<file path="src/hdl/mwns_pkg.sv">
package mwns_pkg;

    // Fixed field widths of the stream payloads.
    localparam int WEIGHT_FIELD_W = 16;
    localparam int SUM_FIELD_W    = 22;
    localparam int COUNT_FIELD_W  = 6;
    localparam int POS_FIELD_W    = 7;
    localparam int S_TDATA_W      = 16;
    localparam int M_TDATA_W      = 40;

    // Parameter defaults.
    localparam int DEF_MAX_ITEMS   = 64;
    localparam int DEF_WEIGHT_BITS = 16;

    // Result kinds carried on m_tuser.
    localparam logic KIND_HEADER = 1'b0;
    localparam logic KIND_PICK   = 1'b1;

    // Commands from the controller to the datapath.
    typedef struct packed {
        logic load;        // an input transaction is taken this cycle
        logic start_walk;  // the taken transaction closes the sequence
        logic walk;        // one backtrack step
        logic head;        // load the header result into the output register
        logic pop;         // load the next picked position into the output register
        logic clear;       // return the load state to its reset values
    } mwns_cmd_t;

    // Status from the datapath to the controller.
    typedef struct packed {
        logic walk_done;   // the backtrack has reached the front of the chain
        logic depth_zero;  // nothing was picked
        logic pop_last;    // the entry waiting in the stack read register is the last one
        logic out_free;    // the output register can take a result this cycle
    } mwns_status_t;

endpackage

</file>
<file path="src/hdl/mwns_ctrl.sv">
module mwns_ctrl
    import mwns_pkg::*;
(
    input  logic         aclk,
    input  logic         aresetn,
    input  logic         s_tvalid,
    input  logic         s_tlast,
    output logic         s_tready,
    input  mwns_status_t status,
    output mwns_cmd_t    cmd
);

    localparam logic [1:0] ST_LOAD = 2'd0;
    localparam logic [1:0] ST_WALK = 2'd1;
    localparam logic [1:0] ST_HEAD = 2'd2;
    localparam logic [1:0] ST_POP  = 2'd3;

    logic [1:0] state_reg;
    logic [1:0] state_next;

    // Input is taken only while the sequence is loading.
    assign s_tready = (state_reg == ST_LOAD);

    // Next state and command decode.
    always_comb begin
        state_next = state_reg;
        cmd        = '0;
        case (state_reg)
            ST_LOAD: begin
                if (s_tvalid) begin
                    cmd.load = 1'b1;
                    if (s_tlast) begin
                        cmd.start_walk = 1'b1;
                        state_next     = ST_WALK;
                    end
                end
            end
            ST_WALK: begin
                cmd.walk = 1'b1;
                if (status.walk_done) begin
                    state_next = ST_HEAD;
                end
            end
            ST_HEAD: begin
                if (status.out_free) begin
                    cmd.head = 1'b1;
                    if (status.depth_zero) begin
                        cmd.clear  = 1'b1;
                        state_next = ST_LOAD;
                    end else begin
                        state_next = ST_POP;
                    end
                end
            end
            ST_POP: begin
                if (status.out_free) begin
                    cmd.pop = 1'b1;
                    if (status.pop_last) begin
                        cmd.clear  = 1'b1;
                        state_next = ST_LOAD;
                    end
                end
            end
            default: begin
                state_next = ST_LOAD;
            end
        endcase
    end

    // State register.
    always_ff @(posedge aclk) begin
        if (!aresetn) begin
            state_reg <= ST_LOAD;
        end else begin
            state_reg <= state_next;
        end
    end

endmodule

</file>
<file path="src/hdl/mwns_datapath.sv">
module mwns_datapath
    import mwns_pkg::*;
#(
    parameter int MAX_ITEMS   = DEF_MAX_ITEMS,
    parameter int WEIGHT_BITS = DEF_WEIGHT_BITS
)
(
    input  logic                     aclk,
    input  logic                     aresetn,
    input  logic [WEIGHT_FIELD_W-1:0] s_weight,
    input  mwns_cmd_t                cmd,
    output mwns_status_t             status,
    input  logic                     m_ready,
    output logic                     m_valid,
    output logic                     m_kind,
    output logic [SUM_FIELD_W-1:0]   m_best_sum,
    output logic [COUNT_FIELD_W-1:0] m_pick_count,
    output logic [POS_FIELD_W-1:0]   m_position,
    output logic                     m_last
);

    localparam int IDX_W     = $clog2(MAX_ITEMS);
    localparam int CNT_W     = $clog2(MAX_ITEMS + 1);
    localparam int SUM_W     = WEIGHT_BITS + $clog2(MAX_ITEMS);
    localparam int EFF_W     = (WEIGHT_BITS < WEIGHT_FIELD_W) ? WEIGHT_BITS : WEIGHT_FIELD_W;
    localparam int STK_DEPTH = (MAX_ITEMS + 1) / 2;
    localparam int STK_IDX_W = (STK_DEPTH > 1) ? $clog2(STK_DEPTH) : 1;
    localparam int DEPTH_W   = $clog2(STK_DEPTH + 1);

    // Load state of the dynamic program.
    logic [CNT_W-1:0] cnt_reg;
    logic [IDX_W-1:0] bp_reg;
    logic [IDX_W-1:0] bp2_reg;
    logic [SUM_W-1:0] sum_prev_reg;
    logic [SUM_W-1:0] sum_prev2_reg;

    // Predecessor memory and backtrack stack.
    logic [CNT_W-1:0] pred_mem [MAX_ITEMS];
    logic [CNT_W-1:0] pred_rd_reg;
    logic [CNT_W-1:0] stk_mem [STK_DEPTH];
    logic [CNT_W-1:0] stk_rd_reg;
    logic             first_reg;
    logic [DEPTH_W-1:0] depth_reg;
    logic [DEPTH_W-1:0] pop_idx_reg;

    // Output register.
    logic                     valid_reg;
    logic                     kind_reg;
    logic [SUM_FIELD_W-1:0]   sum_out_reg;
    logic [COUNT_FIELD_W-1:0] count_out_reg;
    logic [POS_FIELD_W-1:0]   pos_out_reg;
    logic                     last_out_reg;

    logic [SUM_W-1:0]   w_ext;
    logic               in_range;
    logic               first_two;
    logic               is_first;
    logic [SUM_W-1:0]   chain_sum;
    logic [CNT_W-1:0]   pred_wr;
    logic               better;
    logic [IDX_W-1:0]   fore;
    logic [SUM_W-1:0]   fore_sum;
    logic [CNT_W-1:0]   cur_sel;
    logic [CNT_W-1:0]   cur_m1;
    logic               walk_push;
    logic               stk_rd_en;
    logic [DEPTH_W-1:0] stk_raddr_full;
    logic [SUM_W+SUM_FIELD_W-1:0]     sum_wide;
    logic [DEPTH_W+COUNT_FIELD_W-1:0] count_wide;
    logic [CNT_W+POS_FIELD_W-1:0]     pos_wide;

    // One step of the recurrence: extend the best chain ending two or more back.
    always_comb begin
        w_ext     = SUM_W'(s_weight[EFF_W-1:0]);
        in_range  = (cnt_reg < CNT_W'(MAX_ITEMS));
        first_two = (cnt_reg < CNT_W'(2));
        is_first  = (cnt_reg == '0);
        chain_sum = first_two ? w_ext : (w_ext + sum_prev2_reg);
        pred_wr   = first_two ? '0 : (CNT_W'(bp2_reg) + CNT_W'(1));
        better    = (chain_sum > sum_prev_reg);
        if (is_first || better) begin
            fore     = is_first ? '0 : cnt_reg[IDX_W-1:0];
            fore_sum = chain_sum;
        end else begin
            fore     = bp_reg;
            fore_sum = sum_prev_reg;
        end
    end

    // Load state registers; ties keep the earlier end.
    always_ff @(posedge aclk) begin
        if (!aresetn || cmd.clear) begin
            cnt_reg       <= '0;
            bp_reg        <= '0;
            bp2_reg       <= '0;
            sum_prev_reg  <= '0;
            sum_prev2_reg <= '0;
        end else if (cmd.load && in_range) begin
            cnt_reg       <= cnt_reg + CNT_W'(1);
            bp2_reg       <= bp_reg;
            sum_prev2_reg <= sum_prev_reg;
            bp_reg        <= fore;
            sum_prev_reg  <= fore_sum;
        end
    end

    // The walk starts at the best end and then follows the read predecessor.
    assign cur_sel   = first_reg ? (CNT_W'(bp_reg) + CNT_W'(1)) : pred_rd_reg;
    assign cur_m1    = cur_sel - CNT_W'(1);
    assign walk_push = cmd.walk && (cur_sel != '0);

    // Predecessor memory: written while loading, read once per walk step that pushes a position.
    always_ff @(posedge aclk) begin
        if (cmd.load && in_range) begin
            pred_mem[cnt_reg[IDX_W-1:0]] <= pred_wr;
        end
        if (walk_push) begin
            pred_rd_reg <= pred_mem[cur_m1[IDX_W-1:0]];
        end
    end

    // Walk control.
    always_ff @(posedge aclk) begin
        if (!aresetn) begin
            first_reg <= 1'b0;
            depth_reg <= '0;
        end else if (cmd.start_walk) begin
            first_reg <= 1'b1;
            depth_reg <= '0;
        end else if (walk_push) begin
            first_reg <= 1'b0;
            depth_reg <= depth_reg + DEPTH_W'(1);
        end
    end

    // Stack read address: top of stack for the header, then one lower per pop.
    assign stk_rd_en      = cmd.head || (cmd.pop && (pop_idx_reg != '0));
    assign stk_raddr_full = cmd.head ? (depth_reg - DEPTH_W'(1)) : (pop_idx_reg - DEPTH_W'(1));

    // Backtrack stack: pushed during the walk, popped towards ascending positions.
    always_ff @(posedge aclk) begin
        if (walk_push) begin
            stk_mem[depth_reg[STK_IDX_W-1:0]] <= cur_sel;
        end
        if (stk_rd_en) begin
            stk_rd_reg <= stk_mem[stk_raddr_full[STK_IDX_W-1:0]];
        end
    end

    always_ff @(posedge aclk) begin
        if (!aresetn) begin
            pop_idx_reg <= '0;
        end else if (cmd.head) begin
            pop_idx_reg <= depth_reg - DEPTH_W'(1);
        end else if (cmd.pop) begin
            pop_idx_reg <= pop_idx_reg - DEPTH_W'(1);
        end
    end

    // Results are trimmed to their field widths.
    assign sum_wide   = {{SUM_FIELD_W{1'b0}}, sum_prev_reg};
    assign count_wide = {{COUNT_FIELD_W{1'b0}}, depth_reg};
    assign pos_wide   = {{POS_FIELD_W{1'b0}}, stk_rd_reg};

    // Output register: holds a result until the receiver takes it.
    always_ff @(posedge aclk) begin
        if (!aresetn) begin
            valid_reg <= 1'b0;
        end else if (cmd.head || cmd.pop) begin
            valid_reg <= 1'b1;
        end else if (m_ready) begin
            valid_reg <= 1'b0;
        end
    end

    always_ff @(posedge aclk) begin
        if (cmd.head) begin
            kind_reg      <= KIND_HEADER;
            sum_out_reg   <= sum_wide[SUM_FIELD_W-1:0];
            count_out_reg <= count_wide[COUNT_FIELD_W-1:0];
            pos_out_reg   <= '0;
            last_out_reg  <= (depth_reg == '0);
        end else if (cmd.pop) begin
            kind_reg      <= KIND_PICK;
            sum_out_reg   <= '0;
            count_out_reg <= '0;
            pos_out_reg   <= pos_wide[POS_FIELD_W-1:0];
            last_out_reg  <= (pop_idx_reg == '0);
        end
    end

    // Status back to the controller.
    assign status.walk_done  = (cur_sel == '0);
    assign status.depth_zero = (depth_reg == '0);
    assign status.pop_last   = (pop_idx_reg == '0);
    assign status.out_free   = !valid_reg || m_ready;

    assign m_valid      = valid_reg;
    assign m_kind       = kind_reg;
    assign m_best_sum   = sum_out_reg;
    assign m_pick_count = count_out_reg;
    assign m_position   = pos_out_reg;
    assign m_last       = last_out_reg;

endmodule

</file>
<file path="src/hdl/max_weight_nonadjacent_subset_core.sv">
// Maximum-weight subset of a weight sequence with no two neighbours picked.
//
// Input stream: one weight per transaction on s_tdata, s_tlast on the final
// weight. Weights beyond MAX_ITEMS are dropped; a marked one still ends the run.
// Loading does one sum add and one sum compare per weight, with
// the predecessor of each position written to an on-chip memory.
// After the last weight the block walks the predecessors back from the best
// end, one step per cycle through the predecessor memory read port. s_tready
// is low from then until the last result of the run has been loaded into the
// output register.
// Output stream: a header transaction (m_tuser = 0) with the best sum and the
// pick count, then one transaction per picked position (m_tuser = 1), 1-based,
// ascending; m_tlast marks the final one. Results leave at one per cycle
// while m_tready is high; the output register holds a result while it is
// low and the block waits; the next run can load while the last result is
// still waiting. Reset clears the loading state and the output valid; the
// memories need no clearing, since every entry is written before it is read.
module max_weight_nonadjacent_subset_core
    import mwns_pkg::*;
#(
    parameter int MAX_ITEMS   = DEF_MAX_ITEMS,
    parameter int WEIGHT_BITS = DEF_WEIGHT_BITS
)
(
    input  logic                 aclk,
    input  logic                 aresetn,
    input  logic                 s_tvalid,
    output logic                 s_tready,
    input  logic [S_TDATA_W-1:0] s_tdata,   // [15:0] weight
    input  logic                 s_tlast,   // last_item
    output logic                 m_tvalid,
    input  logic                 m_tready,
    output logic [M_TDATA_W-1:0] m_tdata,   // [21:0] best_sum, [27:22] pick_count,
                                            // [34:28] position, [39:35] zero
    output logic                 m_tuser,   // [0] kind
    output logic                 m_tlast    // last_result
);

    mwns_cmd_t                cmd;
    mwns_status_t             status;
    logic [SUM_FIELD_W-1:0]   best_sum;
    logic [COUNT_FIELD_W-1:0] pick_count;
    logic [POS_FIELD_W-1:0]   position;

    mwns_ctrl u_ctrl (
        .aclk     (aclk),
        .aresetn  (aresetn),
        .s_tvalid (s_tvalid),
        .s_tlast  (s_tlast),
        .s_tready (s_tready),
        .status   (status),
        .cmd      (cmd)
    );

    mwns_datapath #(
        .MAX_ITEMS   (MAX_ITEMS),
        .WEIGHT_BITS (WEIGHT_BITS)
    ) u_datapath (
        .aclk         (aclk),
        .aresetn      (aresetn),
        .s_weight     (s_tdata[WEIGHT_FIELD_W-1:0]),
        .cmd          (cmd),
        .status       (status),
        .m_ready      (m_tready),
        .m_valid      (m_tvalid),
        .m_kind       (m_tuser),
        .m_best_sum   (best_sum),
        .m_pick_count (pick_count),
        .m_position   (position),
        .m_last       (m_tlast)
    );

    // Pack the result fields, lowest field first.
    assign m_tdata = {{(M_TDATA_W - SUM_FIELD_W - COUNT_FIELD_W - POS_FIELD_W){1'b0}},
                      position, pick_count, best_sum};

`ifndef SYNTHESIS
    // The final weight of a run closes the input side.
    assert property (@(posedge aclk) disable iff (!aresetn)
        (s_tvalid && s_tready && s_tlast) |=> !s_tready)
    else $error("input still taken after the final weight");

    // A header is always followed by at least one picked position.
    assert property (@(posedge aclk) disable iff (!aresetn)
        (m_tvalid && (m_tuser == KIND_HEADER)) |-> !m_tlast)
    else $error("header marked as final result");

    // Loading the header shows a header transaction in the next cycle.
    assert property (@(posedge aclk) disable iff (!aresetn)
        cmd.head |=> (m_tvalid && (m_tuser == KIND_HEADER)))
    else $error("header not presented after load");
`endif

endmodule

</file>
<file path="config.mk">
export PLATFORM = sky130hd
export DESIGN_NAME = max_weight_nonadjacent_subset_core
export DESIGN_NICKNAME = d
export VERILOG_FILES = /design/src/hdl/mwns_pkg.sv /design/src/hdl/mwns_ctrl.sv /design/src/hdl/mwns_datapath.sv /design/src/hdl/max_weight_nonadjacent_subset_core.sv
export SDC_FILE = /design/constraint.sdc
export NUM_CORES = 1
export LEC_CHECK = 0
export BUFFER_PORTS_ARGS = -buffer_cell sky130_fd_sc_hd__buf_2
export CORE_ASPECT_RATIO = 0.75
export CORE_MARGIN = 3
export CORE_UTILIZATION = 40
export CTS_CLUSTER_SIZE = 12
export DETAILED_ROUTE_END_ITERATION = 10
export GPL_TIMING_DRIVEN = 0
export MAX_ROUTING_LAYER = met4
export PLACE_DENSITY_LB_ADDON = 0.25
export SETUP_SLACK_MARGIN = 0.4
export SLEW_MARGIN = 40
export SYNTH_ARGS = -nofsm -noshare
export SYNTH_HDL_FRONTEND = slang
export SYNTH_SLANG_ARGS = --single-unit
</file>
<file path="constraint.sdc">
create_clock -name aclk -period 12.19 [get_ports aclk]
set_input_delay 1.219 -clock aclk [delete_from_list [all_inputs] [get_ports aclk]]
set_output_delay 1.219 -clock aclk [all_outputs]
set_load 0.1 [all_outputs]
</file>
==> run_results.csv <==
group,metric,value,unit
clock_network,cts.path.max_buffers,3,
cells_and_area,post-route-util,46.6,%
global_routing,grtUsageTotal,18.3,%
cells_and_area,final_common_cell,"edfxtp_1",
clock_network,cts_tree,"done",
setup_path,rr_endpoint,"u_datapath.sum_prev_reg[1]",
timing,final-max-slew-violation-count,0,
clock_network,cts-root-buf,"clkbuf_16",
pwr,power_density,171,mW/mm2
cells_and_area,largest_reg_flops,448,
cells_and_area,layout_common_cells,"715 x edfxtp_1, 191 x mux4_2, 163 x nor2_1",
timing,relSlewSlack,44.9,%
yosys,synth-edff-count,715,
yosys,synthFlopType,"edfxtp_1",
setup_path,reg2reg_setup_slack,6.84,ns
clock_network,cts-buffers-inserted,81,
placement,dp.cells,3130,
cells_and_area,nets,2179,
setup_path,path_max_fanout,10,
pwr,p_int,4730,uW
timing,min_period,5.76,ns
timing,setup_viol,0,
detailed_routing,dr_total_vias,17900,
timing,hold_viol,0,
timing,fmax,0.174,GHz
floorplanning,initial_core_util,40.9,%
pwr,ir_worst_vdd,0.000105,V
detailed_routing,drtIter0Drc,1664,
floorplanning,die_height,256,um
setup_path,startpoint_type,"input pin",
floorplanning,coreArea,0.0814,mm2
cells_and_area,drive_gt1_share,21.4,%
placement,port-buffer-count,59,
detailed_routing,vias_per_cell,5.48,
setup_path,crit_arrival,6.25,ns
clock_network,h-tree-depth,3,
timing,tns,0,ns
clock_network,clk_pin_slew,0.06,ns
clock_network,cts_resized,0,
pwr,switching_share,27.0,%
hold_path,min_from,"u_datapath.sum_prev_reg[17]",
floorplanning,die-area,0.0868,mm2
detailed_routing,postRouteAntennaNets,0,
yosys,yosysSeqAreaShare,69.7,%
outcome,outcome,"finished clean",
global_routing,grt_pass1_vias,18300,
pwr,pwr-share-comb,16.9,%
hold_path,hold_depth,2,
timing,fin_crit_sh,47.2,%
pwr,seq_power_share,47.5,%
run,maxCapViolCount,0,
setup_path,rr_startpoint,"u_datapath.sum_prev2_reg[0]",
detailed_routing,drc,0,
pwr,power,6480,uW
setup_path,crit_path_start,"s_tdata[0]",
setup_path,r2r_cells,19,
global_routing,grt_pass1_wl,116000,um
floorplanning,io_pins,65,
floorplanning,dieWidth,339,um
timing,tightest_slew,0.827,ns
placement,detailed_place_hpwl,53700,um
pwr,total_leakage_power,0.0127,uW
setup_path,cp.required,12.68,ns
clock_network,insertion_delay,0.65,ns
yosys,synthCells,1937,
yosys,ys_types,72,
yosys,ys_ff_latch,802,
timing,rsz0062_at_grt,"false",
yosys,yosysWarnings,0,
cells_and_area,area_delta_synth_final,14.0,%
pwr,power_frac_clock,35.5,%
timing,skew,0.0300,ns
setup_path,end_kind,"flop",
clock_network,holdBufCountCts,0,
global_routing,overflow,0,
detailed_routing,drt_wl_total,76700,um
global_routing,antenna_found_initial,0,
yosys,postSynthAreaPerCell,17.2,um2
hold_path,hp-class,"reg2reg",
hold_path,min_to,"u_datapath.sum_prev2_reg[17]",
pwr,netSwitchingPower,1750,uW
clock_network,clock-sinks,802,
floorplanning,num_rows,90,
global_routing,grt_max_degree,35,
detailed_routing,wl_per_cell,23.5,um
cells_and_area,fill_cells,6963,
detailed_routing,drt-pass1-iter-count,6,
yosys,syn-cell-area,0.0333,mm2
placement,gp_routability_congestion,0.882,
yosys,async_flop_share,0,%
setup_path,worstSetupPathType,"in2reg",
cells_and_area,antenna_cells,0,
cells_and_area,finalNonFillerCells,3264,
clock_network,cts_setup_buffers,0,
## power groups by stage
| stage | sequential, uW | clock, uW | combinational, uW |
|---|---|---|---|
| global placement | 3140 | 0 | 1060 |
| detailed placement | 3140 | 0 | 1100 |
| CTS | 3080 | 2360 | 1100 |
| floorplan | 3230 | 0 | 673 |
| global route | 3090 | 2470 | 1170 |
| finish | 3080 | 2300 | 1100 |
## cell usage after synthesis (all sizes together) (22+ instances only)
library cell	instances	area, um2
a21oi	60	304
buf	43	288
clkbuf	60	225
dfxtp	87	1740
edfxtp	715	21500
ha	48	601
inv	44	165
mux2i	73	756
mux4	196	4430
nand2	132	495
nand3	26	130
nor2	172	646
nor3	38	190
o21ai	30	150
xnor2	22	211
## kinds of logic after synthesis
kind of cell,after synthesis,synth area share [%]
AO/OA/AOI/OAI,182,3.57
XOR/XNOR,37,1.03
adder cells (fa/ha/maj),49,1.86
buffers and inverters,147,2.04
flip-flops,802,69.7
multiplexers,272,15.7
other,1,0.0113
AND/OR/NAND/NOR,447,6.09
## worst max-delay path by stage
stage	end	slack [ns]	cells past startpoint
floorplan	u_datapath.bp_reg[4]	6.96	19
global placement	u_datapath.pred_mem[24][6]	4.98	5
detailed placement	u_datapath.sum_prev_reg[1]	5.84	20
CTS	u_datapath.sum_prev_reg[1]	6.52	20
global route	u_datapath.bp_reg[4]	6.15	20
finish	u_datapath.sum_prev_reg[1]	6.43	20
## worst max-delay path: stages
cell and delay (ns):
buf_2 0.11, ha_1 0.23, fa_1 0.44, a211oi_1 0.41, o211ai_1 0.24, a41oi_1 0.35, o21ai_0 0.24, mux2_2 0.33
nor2_1 0.18, nand2_1 0.09, ha_1 0.29, nand4_1 0.16, nor3_1 0.45, inv_1 0.09, o31a_1 0.27, a31oi_1 0.25
buf_2 0.32, buf_4 0.30, mux2i_1 0.23, nor2_1 0.05
## per-stage QoR
stage / area (um2) / hold WS (ns) / worst slack, ns
2_1_floorplan: 33300 / 0.432 / 6.96
3_3_place_gp: 35000 / 0.450 / 4.98
3_5_place_dp: 35500 / 0.451 / 5.84
4_1_cts: 37900 / 0.455 / 6.52
5_1_grt: 37900 / 0.478 / 6.15
6_report: 37900 / 0.453 / 6.43
## per-layer routing
metal	vias to the layer above	wire [um]	GRT usage [%]
li1	7990	-	-
met1	9202	35500	26.4
met2	606	34600	26.8
met3	100	5340	3.78
met4	0	1290	4.08
met5	-	0	-
## cell type report
| type | instances | area (um2) | area share [%] |
|---|---|---|---|
| tap | 1104 | 1380 | 3.64 |
| clock buffer | 116 | 2190 | 5.77 |
| sequential | 802 | 23200 | 61.2 |
| inverter | 44 | 165 | 0.435 |
| buffer | 103 | 517 | 1.36 |
| multi-input combinational | 992 | 9590 | 25.3 |
| clock inverter | 18 | 201 | 0.531 |
| timing repair buffer | 85 | 689 | 1.82 |
Power figures use the tool's default switching activity.
